<file path="config.mk">
export PLATFORM = sky130hd
export DESIGN_NAME = stepper_move_and_home_sequencer_top
export DESIGN_NICKNAME = d
export VERILOG_FILES = /design/src/smhs_pkg.sv /design/src/stepper_move_and_home_sequencer_top.sv /design/src/smhs_in_stage.sv /design/src/smhs_core.sv /design/src/smhs_out_stage.sv
export SDC_FILE = /design/constraint.sdc
export NUM_CORES = 1
export LEC_CHECK = 0
export ABC_AREA = 0
export BUFFER_PORTS_ARGS = -buffer_cell sky130_fd_sc_hd__clkbuf_2
export CORE_AREA = 2 2 150 211
export DETAILED_ROUTE_END_ITERATION = 10
export DIE_AREA = 0 0 152 213
export PLACE_DENSITY = 0.72
export SLEW_MARGIN = 40
export SYNTH_ARGS = -nofsm -noshare
export SYNTH_HDL_FRONTEND = slang
export SYNTH_HIERARCHICAL = 1
export SYNTH_SLANG_ARGS = --single-unit
</file>
<file path="constraint.sdc">
create_clock -name clk -period 9.25 [get_ports clk]
set_input_delay 0.4625 -clock clk [delete_from_list [all_inputs] [get_ports clk]]
set_output_delay 0.4625 -clock clk [all_outputs]
set_load 0.03 [all_outputs]
</file>
<file path="src/smhs_pkg.sv">
// shared types and constants for the stepper move and home sequencer
`default_nettype none

package smhs_pkg;

    // command codes carried in the input tuser
    localparam logic [1:0] CMD_TICK  = 2'd0;
    localparam logic [1:0] CMD_MOVE  = 2'd1;
    localparam logic [1:0] CMD_HOME  = 2'd2;

    // configuration register indexes
    localparam logic [2:0] REG_TOTAL_STEPS      = 3'd0;
    localparam logic [2:0] REG_SLOW_ZONE        = 3'd1;
    localparam logic [2:0] REG_SLOW_HALF_PERIOD = 3'd2;
    localparam logic [2:0] REG_FAST_HALF_PERIOD = 3'd3;
    localparam logic [2:0] REG_DEBOUNCE_TICKS   = 3'd4;

    // configuration reset values
    localparam logic [15:0] TOTAL_STEPS_RST      = 16'd8000;
    localparam logic [15:0] SLOW_ZONE_RST        = 16'd400;
    localparam logic [7:0]  SLOW_HALF_PERIOD_RST = 8'd2;
    localparam logic [7:0]  FAST_HALF_PERIOD_RST = 8'd1;
    localparam logic [7:0]  DEBOUNCE_TICKS_RST   = 8'd20;

    // reciprocal of five for a 16 bit dividend, scaled by 2^18
    localparam logic [31:0] RECIP5_16 = 32'h0000_CCCD;
    localparam int          RECIP5_SHIFT = 18;

    // widths of the stream payloads
    localparam int IN_DATA_W  = 24;
    localparam int OUT_DATA_W = 24;

    typedef struct packed {
        logic [1:0]  command;
        logic [15:0] step_count;
        logic        direction;
        logic        origin_sensor;
        logic        overtravel_n;
    } item_t;

    typedef struct packed {
        logic        pulse;
        logic        dir_level;
        logic        enable_n;
        logic [15:0] display_count;
        logic        busy_res;
        logic        homed;
    } result_t;

    typedef struct packed {
        logic        valid;
        logic [2:0]  index;
        logic [15:0] data;
    } cfg_wr_t;

endpackage

`default_nettype wire

</file>
<file path="src/stepper_move_and_home_sequencer_top.sv">
// top level of the stepper move and home sequencer
// Each input transaction is a timer tick or a command; the block returns exactly one result
// transaction for it. One transaction is taken every clock cycle when the sink keeps up; a
// result passes through the input register and then the result register, and the motion
// state registers are updated in a single pass in between.
// Configuration writes are taken at once (cfg_ready is always high) and should be made
// while no transaction is in flight.
`default_nettype none

module stepper_move_and_home_sequencer_top
    import smhs_pkg::*;
#(
    parameter int STEP_BITS = 16
)
(
    input  wire logic                  clk,
    input  wire logic                  rst_n,
    // input stream
    input  wire logic                  s_tvalid,
    output logic                       s_tready,
    // [15:0] step_count, [16] direction, [17] origin_sensor, [18] overtravel_n, rest zero
    input  wire logic [IN_DATA_W-1:0]  s_tdata,
    // [1:0] command
    input  wire logic [1:0]            s_tuser,
    // result stream
    output logic                       m_tvalid,
    input  wire logic                  m_tready,
    // [0] pulse, [1] dir_level, [2] enable_n, [18:3] display_count, [19] busy_res,
    // [20] homed, rest zero
    output logic [OUT_DATA_W-1:0]      m_tdata,
    // configuration write channel
    input  wire logic                  cfg_valid,
    output logic                       cfg_ready,
    input  wire logic [2:0]            cfg_index,
    input  wire logic [15:0]           cfg_data
);

    logic    item_valid;
    item_t   item;
    logic    space;
    logic    fire;
    result_t result;
    cfg_wr_t cfg_wr;

    assign cfg_ready    = 1'b1;
    assign cfg_wr.valid = cfg_valid;
    assign cfg_wr.index = cfg_index;
    assign cfg_wr.data  = cfg_data;

    // an item moves on when the result register can take its result
    assign fire = item_valid && space;

    // input register
    smhs_in_stage u_in
    (
        .clk        (clk),
        .rst_n      (rst_n),
        .s_tvalid   (s_tvalid),
        .s_tready   (s_tready),
        .s_tdata    (s_tdata),
        .s_tuser    (s_tuser),
        .take       (fire),
        .item_valid (item_valid),
        .item       (item)
    );

    // state update
    smhs_core #(
        .STEP_BITS (STEP_BITS)
    ) u_core
    (
        .clk    (clk),
        .rst_n  (rst_n),
        .cfg_wr (cfg_wr),
        .fire   (fire),
        .item   (item),
        .result (result)
    );

    // result register
    smhs_out_stage u_out
    (
        .clk      (clk),
        .rst_n    (rst_n),
        .load     (fire),
        .result   (result),
        .space    (space),
        .m_tvalid (m_tvalid),
        .m_tready (m_tready),
        .m_tdata  (m_tdata)
    );

`ifndef ASSERT_OFF
    // a held item is never dropped before it is processed
    a_item_kept: assert property (@(posedge clk) disable iff (!rst_n)
        item_valid && !fire |=> item_valid)
        else $error("input item lost before processing");

    // every processed item shows up in the result register
    a_result_loaded: assert property (@(posedge clk) disable iff (!rst_n)
        fire |=> m_tvalid)
        else $error("processed item gave no result");

    // homing completion leaves the block idle with a cleared display
    a_homed_idle: assert property (@(posedge clk) disable iff (!rst_n)
        m_tvalid && m_tdata[20] |-> !m_tdata[19] && m_tdata[2] && (m_tdata[18:3] == 16'd0))
        else $error("homed flag with busy block or nonzero display");
`endif

endmodule

`default_nettype wire

</file>
<file path="src/smhs_in_stage.sv">
// input register stage: captures one transaction and holds it until the core takes it
`default_nettype none

module smhs_in_stage
    import smhs_pkg::*;
(
    input  wire logic                  clk,
    input  wire logic                  rst_n,
    input  wire logic                  s_tvalid,
    output logic                       s_tready,
    input  wire logic [IN_DATA_W-1:0]  s_tdata,
    input  wire logic [1:0]            s_tuser,
    input  wire logic                  take,
    output logic                       item_valid,
    output item_t                      item
);

    logic  valid_reg;
    item_t item_reg;

    // free when empty or when the held item leaves this cycle
    assign s_tready   = !valid_reg || take;
    assign item_valid = valid_reg;
    assign item       = item_reg;

    // valid flag
    always_ff @(posedge clk or negedge rst_n)
    begin
        if (!rst_n)
        begin
            valid_reg <= 1'b0;
        end
        else if (s_tready)
        begin
            valid_reg <= s_tvalid;
        end
    end

    // payload unpack
    always_ff @(posedge clk)
    begin
        if (s_tvalid && s_tready)
        begin
            item_reg.command       <= s_tuser;
            item_reg.step_count    <= s_tdata[15:0];
            item_reg.direction     <= s_tdata[16];
            item_reg.origin_sensor <= s_tdata[17];
            item_reg.overtravel_n  <= s_tdata[18];
        end
    end

endmodule

`default_nettype wire

</file>
<file path="src/smhs_core.sv">
// sequencer core: configuration registers, motion state and the per-item update
`default_nettype none

module smhs_core
    import smhs_pkg::*;
#(
    parameter int STEP_BITS = 16
)
(
    input  wire logic    clk,
    input  wire logic    rst_n,
    input  wire cfg_wr_t cfg_wr,
    input  wire logic    fire,
    input  wire item_t   item,
    output result_t      result
);

    typedef enum logic [2:0] {
        MODE_IDLE,
        MODE_MOVE,
        MODE_OT_WAIT,
        MODE_HOME_WAIT,
        MODE_HOMING
    } mode_t;

    localparam int CW = STEP_BITS + 17;

    // configuration registers
    logic [15:0] total_steps_reg;
    logic [15:0] slow_zone_reg;
    logic [7:0]  slow_half_reg;
    logic [7:0]  fast_half_reg;
    logic [7:0]  debounce_reg;

    // motion state
    mode_t                mode_reg, mode_next;
    logic [STEP_BITS-1:0] remaining_reg, remaining_next;
    logic [2:0]           rem_mod5_reg, rem_mod5_next;
    logic [7:0]           tick_reg, tick_next;
    logic                 phase_reg, phase_next;
    logic                 pulse_reg, pulse_next;
    logic [STEP_BITS-1:0] progress_reg, progress_next;
    logic                 forward_reg, forward_next;
    logic [15:0]          disp_reg, disp_next;
    logic                 homed_next;

    // helper terms
    logic [STEP_BITS+15:0] load_ext;
    logic [STEP_BITS-1:0]  load_rem;
    logic [STEP_BITS+31:0] load_wide;
    logic [2:0]            load_mod5;
    logic [CW-1:0]         rem_ext, zone_ext, total_ext;
    logic                  slow;
    logic [7:0]            limit;
    logic [7:0]            tick_inc;
    logic                  hold_done;
    logic [31:0]           total_prod;
    logic [15:0]           total_div5;
    logic [STEP_BITS-1:0]  progress_inc;
    logic [STEP_BITS+15:0] progress_ext;
    logic [15:0]           progress_lo;
    logic [2:0]            mod5_dec;

    // residue modulo five of a 32 bit value: nibble sum, then a reciprocal step
    function automatic logic [2:0] mod5_32(input logic [31:0] x);
        logic [6:0]  s;
        logic [14:0] p;
        logic [4:0]  q;
        logic [6:0]  r;
        s = 7'd0;
        for (int i = 0; i < 8; i++)
        begin
            s = s + {3'd0, x[4*i +: 4]};
        end
        p = 15'(s) * 15'd205;
        q = p[14:10];
        r = s - 7'(q) * 7'd5;
        return r[2:0];
    endfunction

    // configuration writes
    always_ff @(posedge clk or negedge rst_n)
    begin
        if (!rst_n)
        begin
            total_steps_reg <= TOTAL_STEPS_RST;
            slow_zone_reg   <= SLOW_ZONE_RST;
            slow_half_reg   <= SLOW_HALF_PERIOD_RST;
            fast_half_reg   <= FAST_HALF_PERIOD_RST;
            debounce_reg    <= DEBOUNCE_TICKS_RST;
        end
        else if (cfg_wr.valid)
        begin
            case (cfg_wr.index)
                REG_TOTAL_STEPS:      total_steps_reg <= cfg_wr.data;
                REG_SLOW_ZONE:        slow_zone_reg   <= cfg_wr.data;
                REG_SLOW_HALF_PERIOD: slow_half_reg   <= cfg_wr.data[7:0];
                REG_FAST_HALF_PERIOD: fast_half_reg   <= cfg_wr.data[7:0];
                REG_DEBOUNCE_TICKS:   debounce_reg    <= cfg_wr.data[7:0];
                default:              ;
            endcase
        end
    end

    // step count load, truncated to the counter width
    assign load_ext  = {{STEP_BITS{1'b0}}, item.step_count - 16'd1};
    assign load_rem  = load_ext[STEP_BITS-1:0];
    assign load_wide = {32'd0, load_rem};
    assign load_mod5 = mod5_32(load_wide[31:0]);

    // slow zone test without wrap
    assign rem_ext   = {17'd0, remaining_reg};
    assign zone_ext  = {{(STEP_BITS+1){1'b0}}, slow_zone_reg};
    assign total_ext = {{(STEP_BITS+1){1'b0}}, total_steps_reg};
    assign slow      = (rem_ext < zone_ext) || ((rem_ext + zone_ext) > total_ext);

    // hold limit for the current mode
    always_comb
    begin
        case (mode_reg)
            MODE_MOVE:      limit = slow ? slow_half_reg : fast_half_reg;
            MODE_OT_WAIT:   limit = debounce_reg;
            MODE_HOME_WAIT: limit = debounce_reg;
            MODE_HOMING:    limit = slow_half_reg;
            default:        limit = slow_half_reg;
        endcase
    end

    // saturating tick counter, a zero limit acts as one tick
    assign tick_inc  = (tick_reg != 8'hFF) ? tick_reg + 8'd1 : tick_reg;
    assign hold_done = (tick_inc >= limit);

    // total_steps / 5 for the backward display
    assign total_prod = {16'd0, total_steps_reg} * RECIP5_16;
    assign total_div5 = 16'(total_prod >> RECIP5_SHIFT);

    assign progress_inc = progress_reg + 1'b1;
    assign progress_ext = {16'd0, progress_inc};
    assign progress_lo  = progress_ext[15:0];
    assign mod5_dec     = (rem_mod5_reg == 3'd0) ? 3'd4 : rem_mod5_reg - 3'd1;

    // per-item state update
    always_comb
    begin
        mode_next      = mode_reg;
        remaining_next = remaining_reg;
        rem_mod5_next  = rem_mod5_reg;
        tick_next      = tick_reg;
        phase_next     = phase_reg;
        pulse_next     = pulse_reg;
        progress_next  = progress_reg;
        forward_next   = forward_reg;
        disp_next      = disp_reg;
        homed_next     = 1'b0;

        if (mode_reg == MODE_IDLE)
        begin
            if (item.command == CMD_MOVE)
            begin
                forward_next  = item.direction;
                progress_next = '0;
                if (item.step_count != 16'd0)
                begin
                    remaining_next = load_rem;
                    rem_mod5_next  = load_mod5;
                    mode_next      = MODE_MOVE;
                    pulse_next     = !pulse_reg;
                    phase_next     = 1'b0;
                    tick_next      = 8'd0;
                end
            end
            else if (item.command == CMD_HOME)
            begin
                forward_next  = 1'b0;
                progress_next = '0;
                tick_next     = 8'd0;
                if (item.origin_sensor)
                begin
                    mode_next = MODE_HOME_WAIT;
                end
                else
                begin
                    disp_next  = 16'd0;
                    homed_next = 1'b1;
                end
            end
        end
        else if (item.command == CMD_TICK)
        begin
            tick_next = hold_done ? 8'd0 : tick_inc;
            if (hold_done)
            begin
                case (mode_reg)
                    MODE_MOVE:
                    begin
                        if (!phase_reg)
                        begin
                            pulse_next = !pulse_reg;
                            phase_next = 1'b1;
                        end
                        else
                        begin
                            // every fifth step updates the display
                            if (rem_mod5_reg == 3'd0)
                            begin
                                progress_next = progress_inc;
                                disp_next     = forward_reg ? progress_lo
                                                            : total_div5 - progress_lo;
                            end
                            if (!item.overtravel_n)
                            begin
                                mode_next = MODE_OT_WAIT;
                            end
                            else if (remaining_reg == '0)
                            begin
                                mode_next = MODE_IDLE;
                            end
                            else
                            begin
                                remaining_next = remaining_reg - 1'b1;
                                rem_mod5_next  = mod5_dec;
                                pulse_next     = !pulse_reg;
                                phase_next     = 1'b0;
                            end
                        end
                    end
                    MODE_OT_WAIT:
                    begin
                        if (!item.overtravel_n)
                        begin
                            // overtravel confirmed: turn into homing
                            forward_next  = 1'b0;
                            progress_next = '0;
                            if (item.origin_sensor)
                            begin
                                mode_next = MODE_HOME_WAIT;
                            end
                            else
                            begin
                                progress_next = '0;
                                disp_next     = 16'd0;
                                homed_next    = 1'b1;
                                mode_next     = MODE_IDLE;
                            end
                        end
                        else if (remaining_reg == '0)
                        begin
                            mode_next = MODE_IDLE;
                        end
                        else
                        begin
                            mode_next      = MODE_MOVE;
                            remaining_next = remaining_reg - 1'b1;
                            rem_mod5_next  = mod5_dec;
                            pulse_next     = !pulse_reg;
                            phase_next     = 1'b0;
                        end
                    end
                    MODE_HOME_WAIT:
                    begin
                        if (item.origin_sensor)
                        begin
                            mode_next  = MODE_HOMING;
                            pulse_next = !pulse_reg;
                            phase_next = 1'b0;
                        end
                        else
                        begin
                            progress_next = '0;
                            disp_next     = 16'd0;
                            homed_next    = 1'b1;
                            mode_next     = MODE_IDLE;
                        end
                    end
                    MODE_HOMING:
                    begin
                        if (!phase_reg)
                        begin
                            pulse_next = !pulse_reg;
                            phase_next = 1'b1;
                        end
                        else if (item.origin_sensor)
                        begin
                            progress_next = progress_inc;
                            disp_next     = progress_lo;
                            pulse_next    = !pulse_reg;
                            phase_next    = 1'b0;
                        end
                        else
                        begin
                            progress_next = '0;
                            disp_next     = 16'd0;
                            homed_next    = 1'b1;
                            mode_next     = MODE_IDLE;
                        end
                    end
                    default:
                    begin
                        mode_next = MODE_IDLE;
                    end
                endcase
            end
        end
    end

    // state registers
    always_ff @(posedge clk or negedge rst_n)
    begin
        if (!rst_n)
        begin
            mode_reg      <= MODE_IDLE;
            remaining_reg <= '0;
            rem_mod5_reg  <= 3'd0;
            tick_reg      <= 8'd0;
            phase_reg     <= 1'b0;
            pulse_reg     <= 1'b0;
            progress_reg  <= '0;
            forward_reg   <= 1'b0;
            disp_reg      <= 16'd0;
        end
        else if (fire)
        begin
            mode_reg      <= mode_next;
            remaining_reg <= remaining_next;
            rem_mod5_reg  <= rem_mod5_next;
            tick_reg      <= tick_next;
            phase_reg     <= phase_next;
            pulse_reg     <= pulse_next;
            progress_reg  <= progress_next;
            forward_reg   <= forward_next;
            disp_reg      <= disp_next;
        end
    end

    // result of this item, taken from the updated state
    assign result.pulse         = pulse_next;
    assign result.dir_level     = !forward_next;
    assign result.enable_n      = (mode_next == MODE_IDLE);
    assign result.display_count = disp_next;
    assign result.busy_res      = (mode_next != MODE_IDLE);
    assign result.homed         = homed_next;

endmodule

`default_nettype wire

</file>
<file path="src/smhs_out_stage.sv">
// result register: holds one result transaction until the sink takes it
`default_nettype none

module smhs_out_stage
    import smhs_pkg::*;
(
    input  wire logic                  clk,
    input  wire logic                  rst_n,
    input  wire logic                  load,
    input  wire result_t               result,
    output logic                       space,
    output logic                       m_tvalid,
    input  wire logic                  m_tready,
    output logic [OUT_DATA_W-1:0]      m_tdata
);

    logic    valid_reg;
    result_t result_reg;

    assign space    = !valid_reg || m_tready;
    assign m_tvalid = valid_reg;

    // valid flag
    always_ff @(posedge clk or negedge rst_n)
    begin
        if (!rst_n)
        begin
            valid_reg <= 1'b0;
        end
        else if (space)
        begin
            valid_reg <= load;
        end
    end

    // payload
    always_ff @(posedge clk)
    begin
        if (load)
        begin
            result_reg <= result;
        end
    end

    // pack from the lowest bit up
    assign m_tdata = {3'd0,
                      result_reg.homed,
                      result_reg.busy_res,
                      result_reg.display_count,
                      result_reg.enable_n,
                      result_reg.dir_level,
                      result_reg.pulse};

endmodule

`default_nettype wire
</file>
==> results of run 1 <==
[worst register-to-register path, delay by kind of cell, from the launching register on]
| kind | cells | cell delay, ns |
|---|---|---|
| buffers and inverters | 4 | 0.25 |
| DFF | 1 | 0.41 |
| and+or+nand+nor | 3 | 1.23 |
| AOI/OAI and AO/OA | 4 | 0.93 |
| adders and majority gates | 10 | 3.86 |
| xor gates and xnor gates | 7 | 1.22 |
[routing by layer]
layer	part of all wire	vias to the layer above	track usage
li1	-	6293	-
met1	0.41	6364	0.298
met3	0.045	85	0.0392
met2	0.51	358	0.449
met5	0	-	0
met4	0.036	0	0.0964
[stage by stage]
stage	instance area, um^2	worst slack (ns)	util	std cells	hold WS [ns]
floorplan	16600	1.92	-	1792	0.167
global route	17900	0.830	0.588	2238	0.0831
global placement	17300	1.44	0.567	2206	0.475
detailed placement	17300	1.24	0.568	2206	0.480
finish	17900	1.24	0.588	2238	0.0535
CTS	17900	1.18	0.588	2238	0.0577
[layout make-up]
type                       instances  area, um^2  area share
tap                              390         488      0.0272
inverter                         272        1020      0.0569
clock inverter                     6        88.8     0.00495
sequential                       165        4360       0.243
timing repair buffer              80         439      0.0245
clock buffer                      26         531      0.0296
multi-input combinational       1299       11000       0.614
[worst paths after layout]
path                                                 start                               endpoint  slack, ns
setup / recovery                    u_in/item[6]$_DFFE_PP_     u_core/rem_mod5_reg[2]$_DFFE_PN0P_       1.24
hold / removal                                       rst_n             u_out/m_tvalid$_DFFE_PN0P_       0.05
setup reg to reg                    u_in/item[6]$_DFFE_PP_     u_core/rem_mod5_reg[2]$_DFFE_PN0P_       1.24
hold reg to reg            u_core/disp_reg[12]$_DFFE_PN0P_        u_core/disp_reg[12]$_DFFE_PN0P_       0.49
max in group asynchronous                            rst_n  u_core/total_steps_reg[7]$_DFFE_PN0P_       8.04
min in group clk                                s_tdata[4]                 u_in/item[7]$_DFFE_PP_       0.20
[Yosys cell counts, types with 8 or more instances]
library cell,count,area [um^2]
inv_1,271,1020
ha_1,243,3040
nand2_1,128,480
o21ai_0,116,581
dfrtp_1,110,2750
nor2_1,103,387
fa_1,95,1900
a21oi_1,75,375
xnor2_1,48,420
clkbuf_1,43,161
edfxtp_1,42,1260
a21o_1,38,285
xor2_1,36,315
nand3_1,33,165
mux2_2,32,360
nor3_1,30,150
nand2b_1,23,144
a211oi_1,16,120
a22o_1,16,140
o21a_1,15,113
dfstp_2,13,342
a31oi_1,12,75.1
and2_1,12,75.1
nand4_1,12,75.1
nor2b_1,11,68.8
nor4_1,11,68.8
o211ai_1,11,82.6
o31ai_1,11,82.6
or3_1,11,68.8
o21bai_1,10,75.1
o22a_1,10,87.6
a311oi_1,9,78.8
and3_1,8,50.1
[cell families after synthesis]
kind of cell / Yosys count
other: 2
AO/OA/AOI/OAI: 412
multiplexers: 38
XOR/XNOR: 85
flip-flops: 165
adder cells (fa/ha/maj): 338
buffers and inverters: 328
AND/OR/NAND/NOR: 422
==> results by group, run 1 <==
Clock network
  • Clock-pin slew on the worst setup and hold paths: roughly 0.06 ns
  • Clk Latency, worst-skew pair: ~0.45 ns
  • Post-CTS setup buffers: 0
  • Clock Path Buffers: 2
  • # hold bufs at CTS: 0
  • Post-CTS Resized: 0
  • CTS Buf Count: 17
  • Sink Count: around 170
  • # H-tree levels: 4
  • CTS tree: done
  • CTS Root Buffer Type: clkbuf_16

Place
  • Placed wire-length estimate: roughly 31000 um
  • Port bufs: 67
  • GP Congestion: approximately 0.93

STA
  • Max Slew Vio Count: 0
  • Final setup vio count: 0
  • Final worst path period share: 0.866
  • Clk_skew: ~0.013 ns
  • RSZ-0062 raised after global routing: false
  • Setup TNS: 0 ns
  • Count of final hold-check violations: 0
  • Highest clock rate: approximately 120 MHz
  • Worst-Margin Slew: approximately 0.8 ns
  • Period minus WS final: between 8 and 9 ns
  • Slew headroom: 0.464

Logic synthesis
  • Mux share of post-synthesis cell area: 0.0254
  • Mapped Area: between 15000 and 20000 um^2
  • Ys async rst share: 0.745
  • Ys Warns: 6
  • Dominant synthesized flop cell: dfrtp_1
  • Synth cell types: 88
  • Post-Synth Simple-Gate Area: 0.126
  • Post-synthesis xor/xnor area fraction: 0.0454
  • Mean Syn Cell Area: 9.26 um^2
  • Flops & latches, synth: approximately 170
  • Adder-cell share of the synthesized area: 0.298
  • Post-synth EDFFs: 42
  • Post-synthesis compound-gate area fraction: 0.165
  • Sequential fraction of the synthesis area: 0.263
  • Largest family of logic cells by synthesized area: adder cells
  • Syn Inst Count: roughly 1800

Die
  • FP Rows: 76
  • Die area: around 32000 um^2
  • IO Count: 77
  • Die H: 213 um
  • Core Area: between 30000 and 40000 um^2
  • Die Span X: 152 um
  • Starting Density: 0.543

Global routing
  • GRT Total Usage: 0.248
  • Vias in the first global route: 13151
  • Initial antenna violation count: 0
  • First-pass GRT wire length: 64700 um
  • Pin count of the biggest net entering global routing: 79
  • Grt total ovfl: 0

Cells and area
  • N_diodes: 0
  • Commonest cells after routing, fill and taps aside: inv_1 (271), ha_1 (243), nand2_1 (128), o21ai_0 (115), dfrtp_1 (110)
  • Share of post-route cells with drive strength above 1: 0.102
  • Area Overhead vs Synth: 8.29%
  • Fillers: between 2000 and 3000
  • Final #Nets: ~2200
  • Commonest non-fill, non-tap cell in the layout: inv_1

Critical path
  • Critical Path AT: roughly 8.3 ns
  • Crit-path slowest cell: or4_1
  • CP max FO: 4
  • Most used cell, CP: fa_1
  • Worst Setup Start Kind: register
  • Req. time, crit path: about 9.6 ns
  • Endpoint class of the critical path: register
  • WS Path Type: reg -> reg
  • CP delay by family, top: adder cells
  • Worst path buffer plus inverter count: 4
  • Critical path depth in cells: 28
  • Max stage delay on crit path: 0.58 ns
  • R2R depth: 28

Detailed routing
  • DRT Wirelength: 39200 um
  • Post-DR wirelength/cell: around 17 um
  • Via density: 5.85
  • Vias: around 13000
  • Initial DRC Count: approximately 800
  • Post-DRT Antenna Nets: 0
  • DRC: 0
  • Pre-antenna DRT Iters: 7

Job
  • Maxcap violations: 0

Status
  • Outcome: completed

Worst hold path
  • Hold/Removal Path Class: in -> async
Power of run 1 is left out: the tool's default activity adds up to more than one toggle a clock period on the data nets, which glitch-free logic cannot reach.
==> run 2: changes to the inputs <==
--- a/config.mk
+++ b/config.mk
@@ -7,10 +7,10 @@
 export LEC_CHECK = 0
 export ABC_AREA = 0
 export BUFFER_PORTS_ARGS = -buffer_cell sky130_fd_sc_hd__clkbuf_2
-export CORE_AREA = 2 2 150 211
+export CORE_AREA = 2 2 144 202
 export DETAILED_ROUTE_END_ITERATION = 10
-export DIE_AREA = 0 0 152 213
-export PLACE_DENSITY = 0.72
+export DIE_AREA = 0 0 146 204
+export PLACE_DENSITY = 0.77
 export SLEW_MARGIN = 40
 export SYNTH_ARGS = -nofsm -noshare
 export SYNTH_HDL_FRONTEND = slang
==> run 2 against run 1 <==
Clock-buffer cell count down 3. Setup slack gained 0.091 ns. Wire length up 1.9%. Non-clock buffer count did not move. Sequential cell count did not move. Hold slack worse by 0.0047 ns. Final area barely moved. Register-to-register slack improved by 0.09 ns. First-iteration DRC count decreased by 3.2%. Die area shrank 8.0%. Final cell count fell by 0.67%. Global-route usage is 2.5 points higher.
==> results by group, run 2 (same netlist as run 1, synthesis figures left out) <==
Die
  • Die H: 204 um (-4.2%)
  • Die area: 29800 um^2 (-8.0%)
  • FP Rows: 73 (-3.9%)
  • Core Area: 28100 um^2 (-7.8%)
  • IO Count: 77 (unchanged)
  • Starting Density: 0.589 (+0.0462)
  • Die Span X: 146 um (-3.9%)

Critical path
  • CP max FO: 4 (unchanged)
  • Max stage delay on crit path: 0.57 ns (about the same)
  • WS Path Type: reg -> reg
  • Worst R2R End: u_core/rem_mod5_reg[2]$_DFFE_PN0P_
  • R2R Path Start: u_in/item[6]$_DFFE_PP_
  • Crit-path slowest cell: or4_1
  • Critical Path AT: 8.25 ns (-0.09 ns)
  • Most used cell, CP: fa_1
  • Endpoint class of the critical path: register
  • FF-to-FF setup slack: 1.33 ns (+0.09 ns)
  • Req. time, crit path: 9.58 ns (about the same)
  • Worst Setup Start Kind: register
  • R2R depth: 28 (unchanged)

Detailed routing
  • Post-DR wirelength/cell: 18.0 um (+2.6%)
  • DRC: 0 (unchanged)
  • Via density: 5.97 (+2.0%)
  • Initial DRC Count: 752 (-3.2%)
  • Pre-antenna DRT Iters: 5 (-2)
  • DRT Wirelength: 39900 um (+1.9%)
  • Vias: 13276 (+1.3%)
  • Post-DRT Antenna Nets: 0 (unchanged)

Clock network
  • Post-CTS Resized: 0 (unchanged)
  • CTS Root Buffer Type: clkbuf_16
  • CTS tree: done
  • Post-CTS setup buffers: 0 (unchanged)
  • Clk Latency, worst-skew pair: 0.44 ns (about the same)
  • CTS Buf Count: 17 (unchanged)
  • Sink Count: 165 (unchanged)
  • Clock-pin slew on the worst setup and hold paths: 0.07 ns (about the same)
  • # hold bufs at CTS: 0 (unchanged)
  • Clock Path Buffers: 2 (unchanged)
  • # H-tree levels: 4 (unchanged)

Place
  • Port bufs: 67 (unchanged)
  • GP Congestion: 0.983 (+5.2%)
  • Pre-CTS setup slack: 1.33 ns (+0.0892 ns)
  • Placed wire-length estimate: 31800 um (+1.4%)

STA
  • PnR worst setup slack: 1.33 ns (+0.0909 ns)
  • Final worst path period share: 0.856 (-0.00983)
  • Clk_skew: 0.00768 ns (-0.00489 ns)
  • RSZ-0062 raised after global routing: false
  • Count of final hold-check violations: 0 (unchanged)
  • Final setup vio count: 0 (unchanged)
  • Max Slew Vio Count: 0 (unchanged)
  • Period minus WS final: 7.92 ns (-0.0909 ns)
  • Worst-Margin Slew: 0.814 ns (+0.0103 ns)
  • Highest clock rate: 126 MHz (+1.1%)
  • Setup TNS: 0 ns (unchanged)
  • Slew headroom: 0.457 (-0.00684)

Cells and area
  • Area Overhead vs Synth: 8.33% (about the same)
  • Commonest non-fill, non-tap cell in the layout: inv_1
  • Commonest cells after routing, fill and taps aside: inv_1 (271), ha_1 (243), nand2_1 (128), o21ai_0 (115), dfrtp_1 (110)
  • Final #Nets: 2223 (unchanged)
  • Share of post-route cells with drive strength above 1: 0.103 (+0.000541)
  • N_diodes: 0 (unchanged)

Global routing
  • Vias in the first global route: 13292 (+1.1%)
  • Grt total ovfl: 0 (unchanged)
  • Pin count of the biggest net entering global routing: 78 (-1.3%)
  • GRT Total Usage: 0.274 (+0.0254)
  • Initial antenna violation count: 0 (unchanged)
  • First-pass GRT wire length: 65400 um (+0.97%)

Worst hold path
  • Hold/Removal Path Class: in -> async

Status
  • Outcome: completed

Job
  • Maxcap violations: 0 (unchanged)
## run 2: per-layer routing
metal | GRT usage | vias up | wire [um]
li1 | - | 6285 | -
met5 | 0 | - | 0
met1 | 0.320 | 6487 | 15600
met2 | 0.503 | 406 | 21000
met3 | 0.0420 | 98 | 1900
met4 | 0.108 | 0 | 1400
## run 2: how the worst max path moves through the flow
stage,startpoint,endpoint,slack (ns),cells past startpoint
floorplan,u_in/item[6]$_DFFE_PP_,u_core/rem_mod5_reg[2]$_DFFE_PN0P_,1.92,27
global placement,u_core/total_steps_reg[7]$_DFFE_PN0P_,u_out/m_tdata[17]$_DFFE_PP_,1.25,25
detailed placement,u_in/item[6]$_DFFE_PP_,u_core/rem_mod5_reg[2]$_DFFE_PN0P_,1.33,27
CTS,u_in/item[6]$_DFFE_PP_,u_core/rem_mod5_reg[2]$_DFFE_PN0P_,1.31,27
global route,u_in/item[6]$_DFFE_PP_,u_core/rem_mod5_reg[2]$_DFFE_PN0P_,0.88,27
finish,u_in/item[6]$_DFFE_PP_,u_core/rem_mod5_reg[2]$_DFFE_PN0P_,1.33,28
## run 2: final cells by class
cell class                 instances  area [um^2]
sequential                       165         4360
multi-input combinational       1299        11000
clock buffer                      23          510
fill                            2385        10200
tap                              375          469
clock inverter                     9          138
inverter                         272         1020
timing repair buffer              80          439
## run 2: worst max-delay path, delay by kind of cell, from the launching register on
kind	cells	cell delay, ns
DFF	1	0.42
buffers and inverters	4	0.24
xor gates and xnor gates	7	1.22
AOI/OAI and AO/OA	4	0.91
and+or+nand+nor	3	1.18
adders and majority gates	10	3.81
## run 2: through the flow
stage                     hold WS [ns]   util  cell area, um^2  instances
after floorplan                  0.167      -            16600       1792
after global placement           0.473  0.614            17300       2191
after detailed placement         0.475  0.615            17300       2191
after CTS                       0.0470  0.638            17900       2223
after global routing            0.0798  0.638            18000       2223
final                           0.0488  0.638            18000       2223
Power of run 2 is left out for the same reason.
==> run 3: changes to the inputs <==
--- a/config.mk
+++ b/config.mk
@@ -8,10 +8,11 @@
 export ABC_AREA = 0
 export BUFFER_PORTS_ARGS = -buffer_cell sky130_fd_sc_hd__clkbuf_2
 export CORE_AREA = 2 2 144 202
+export CTS_BUF_LIST = sky130_fd_sc_hd__clkbuf_4 sky130_fd_sc_hd__clkbuf_8
 export DETAILED_ROUTE_END_ITERATION = 10
 export DIE_AREA = 0 0 146 204
 export PLACE_DENSITY = 0.77
-export SLEW_MARGIN = 40
+export SLEW_MARGIN = 10
 export SYNTH_ARGS = -nofsm -noshare
 export SYNTH_HDL_FRONTEND = slang
 export SYNTH_HIERARCHICAL = 1
==> run 3 against run 2 <==
Fmax fell by 1.5%. First-iteration DRC count rose by 3.1%. Utilization fell by 0.61 points. Wire length fell by 0.48%. Via count rose by 0.70%. Hold slack improved by 0.096 ns. Register-to-register slack got worse by 0.12 ns. Global-route usage fell by 0.061 points. Highest routed layer unchanged. Setup slack got worse by 0.12 ns. Final cell count barely moved. Largest cell class unchanged. Sequential cell count did not move. Clock-buffer cell count fell by 3.
==> results by group, run 3 (same netlist as run 1, synthesis figures left out) <==
Clock network
  • Post-CTS Resized: 0 (unchanged)
  • Sink Count: 165 (unchanged)
  • CTS Root Buffer Type: clkbuf_8
  • Clock Path Buffers: 2 (unchanged)
  • CTS Buf Count: 17 (unchanged)
  • Clk Latency, worst-skew pair: 0.50 ns (+0.06 ns)
  • CTS tree: done
  • Clock-pin slew on the worst setup and hold paths: 0.09 ns (+0.02 ns)
  • # H-tree levels: 4 (unchanged)

STA
  • Max Slew Vio Count: 0 (unchanged)
  • Setup TNS: 0 ns (unchanged)
  • Slew headroom: 0.266 (-0.191)
  • Final setup vio count: 0 (unchanged)
  • Highest clock rate: 124 MHz (-1.5%)
  • Clk_skew: 0.0161 ns (+0.00838 ns)
  • Final worst path period share: 0.869 (+0.0128)
  • Count of final hold-check violations: 0 (unchanged)
  • RSZ-0062 raised after global routing: false
  • Period minus WS final: 8.04 ns (+0.119 ns)
  • Worst-Margin Slew: 1.10 ns (+0.284 ns)

Critical path
  • Req. time, crit path: 9.57 ns (about the same)
  • CP max FO: 6 (+2)
  • Worst R2R End: u_out/m_tdata[17]$_DFFE_PP_
  • Worst Setup Start Kind: register
  • WS Path Type: reg -> reg
  • Critical Path AT: 8.36 ns (+0.11 ns)
  • Endpoint class of the critical path: register
  • FF-to-FF setup slack: 1.21 ns (-0.12 ns)
  • R2R Path Start: u_core/total_steps_reg[7]$_DFFE_PN0P_
  • R2R depth: 25 (-11%)

Global routing
  • GRT Total Usage: 0.273 (-0.000612)
  • Vias in the first global route: 13401 (+0.82%)
  • Pin count of the biggest net entering global routing: 78 (unchanged)
  • Grt total ovfl: 0 (unchanged)
  • Initial antenna violation count: 0 (unchanged)
  • First-pass GRT wire length: 65400 um (about the same)

Status
  • Outcome: completed

Worst hold path
  • Hold/Removal Path Class: in -> reg
  • Hold path startpoint: s_tdata[2]
  • Hold Path Depth: 1
  • Hold Path End: u_in/item[5]$_DFFE_PP_

Cells and area
  • Commonest cells after routing, fill and taps aside: inv_1 (271), ha_1 (243), nand2_1 (128), o21ai_0 (116), dfrtp_1 (110)
  • Final #Nets: 2224 (+0.045%)
  • Register Area: 4360 um^2 (unchanged)
  • N_diodes: 0 (unchanged)
  • Share of post-route cells with drive strength above 1: 0.101 (-0.00168)
  • Area Overhead vs Synth: 7.29%
  • Commonest non-fill, non-tap cell in the layout: inv_1
  • Multi-input logic area: 11000 um^2 (-0.22%)
  • Fillers: 2376 (-0.38%)

Detailed routing
  • Post-DRT Antenna Nets: 0 (unchanged)
  • Via density: 6.01 (+0.66%)
  • Post-DR wirelength/cell: 17.9 um (-0.53%)
  • Pre-antenna DRT Iters: 6 (+1)
  • DRT Wirelength: 39700 um (-0.48%)
  • Vias: 13369 (+0.70%)
  • DRC: 0 (unchanged)
  • Initial DRC Count: 775 (+3.1%)

Die
  • Die Span X: 146 um (unchanged)
  • Die area: 29800 um^2 (unchanged)
  • Starting Density: 0.589 (unchanged)
  • IO Count: 77 (unchanged)
  • Core Area: 28100 um^2 (unchanged)
  • Die H: 204 um (unchanged)
  • FP Rows: 73 (unchanged)

Place
  • Placed wire-length estimate: 31900 um (+0.18%)
  • Port bufs: 67 (unchanged)
  • GP Congestion: 0.983 (unchanged)

Job
  • Maxcap violations: 0 (unchanged)
-- run 3: worst max path at each step --
stage                                                     start                                  to
after detailed placement  u_core/total_steps_reg[7]$_DFFE_PN0P_     u_core/disp_reg[14]$_DFFE_PN0P_
final                     u_core/total_steps_reg[7]$_DFFE_PN0P_         u_out/m_tdata[17]$_DFFE_PP_
after global placement    u_core/total_steps_reg[7]$_DFFE_PN0P_         u_out/m_tdata[17]$_DFFE_PP_
after floorplan                          u_in/item[6]$_DFFE_PP_  u_core/rem_mod5_reg[2]$_DFFE_PN0P_
after CTS                 u_core/total_steps_reg[7]$_DFFE_PN0P_         u_out/m_tdata[17]$_DFFE_PP_
after global routing      u_core/total_steps_reg[7]$_DFFE_PN0P_         u_out/m_tdata[17]$_DFFE_PP_
-- run 3: final cells by class --
cell class | count | share of cell area
tap | 375 | 0.0264
multi-input combinational | 1299 | 0.618
inverter | 272 | 0.0574
clock inverter | 12 | 0.0127
sequential | 165 | 0.245
clock buffer | 20 | 0.0151
timing repair buffer | 81 | 0.0250
-- run 3: layer usage --
layer / routed length [um] / global-route usage / vias to the layer above / part of all wire
met5: 0 / 0 / - / 0
met4: 1520 / 0.114 / 0 / 0.038
met3: 1750 / 0.0431 / 102 / 0.044
met2: 20700 / 0.500 / 398 / 0.52
met1: 15700 / 0.318 / 6579 / 0.40
li1: - / - / 6290 / -
-- run 3: timing repair --
| action | CTS | global route |
|---|---|---|
| endpoints found under the hold margin | 34 | 0 |
| hold buffers | 1 | 0 |
| setup buffers | 0 | 0 |
| setup endpoints to repair | 0 | 0 |
-- run 3: worst max-delay path, cell delays in order (launching register included) --
cell       delay (ns)
dfrtp_1          0.51
ha_1             0.37
inv_1            0.10
fa_1             0.55
inv_1            0.06
fa_1             0.50
fa_1             0.51
fa_1             0.54
inv_1            0.05
fa_1             0.52
inv_1            0.04
ha_1             0.35
nand4_1          0.10
o31ai_1          0.80
and2_1           0.25
nor2_1           0.06
xnor2_1          0.17
fa_1             0.45
a21o_1           0.19
a21o_1           0.21
a31oi_1          0.30
o221ai_1         0.21
a2111oi_0        0.56
a31oi_1          0.16
o21a_1           0.17
o2bb2ai_1        0.14
-- run 3: through the flow --
| step | hold slack (ns) | std cells | setup slack [ns] | utilization | area [um^2] |
|---|---|---|---|---|---|
| after floorplan | 0.167 | 1792 | 1.92 | - | 16600 |
| after global placement | 0.473 | 2191 | 1.25 | 0.614 | 17300 |
| after detailed placement | 0.475 | 2191 | 1.20 | 0.614 | 17300 |
| after CTS | 0.111 | 2224 | 1.19 | 0.632 | 17800 |
| after global routing | 0.118 | 2224 | 0.696 | 0.632 | 17800 |
| final | 0.145 | 2224 | 1.21 | 0.632 | 17800 |
Power of run 3 is left out for the same reason.
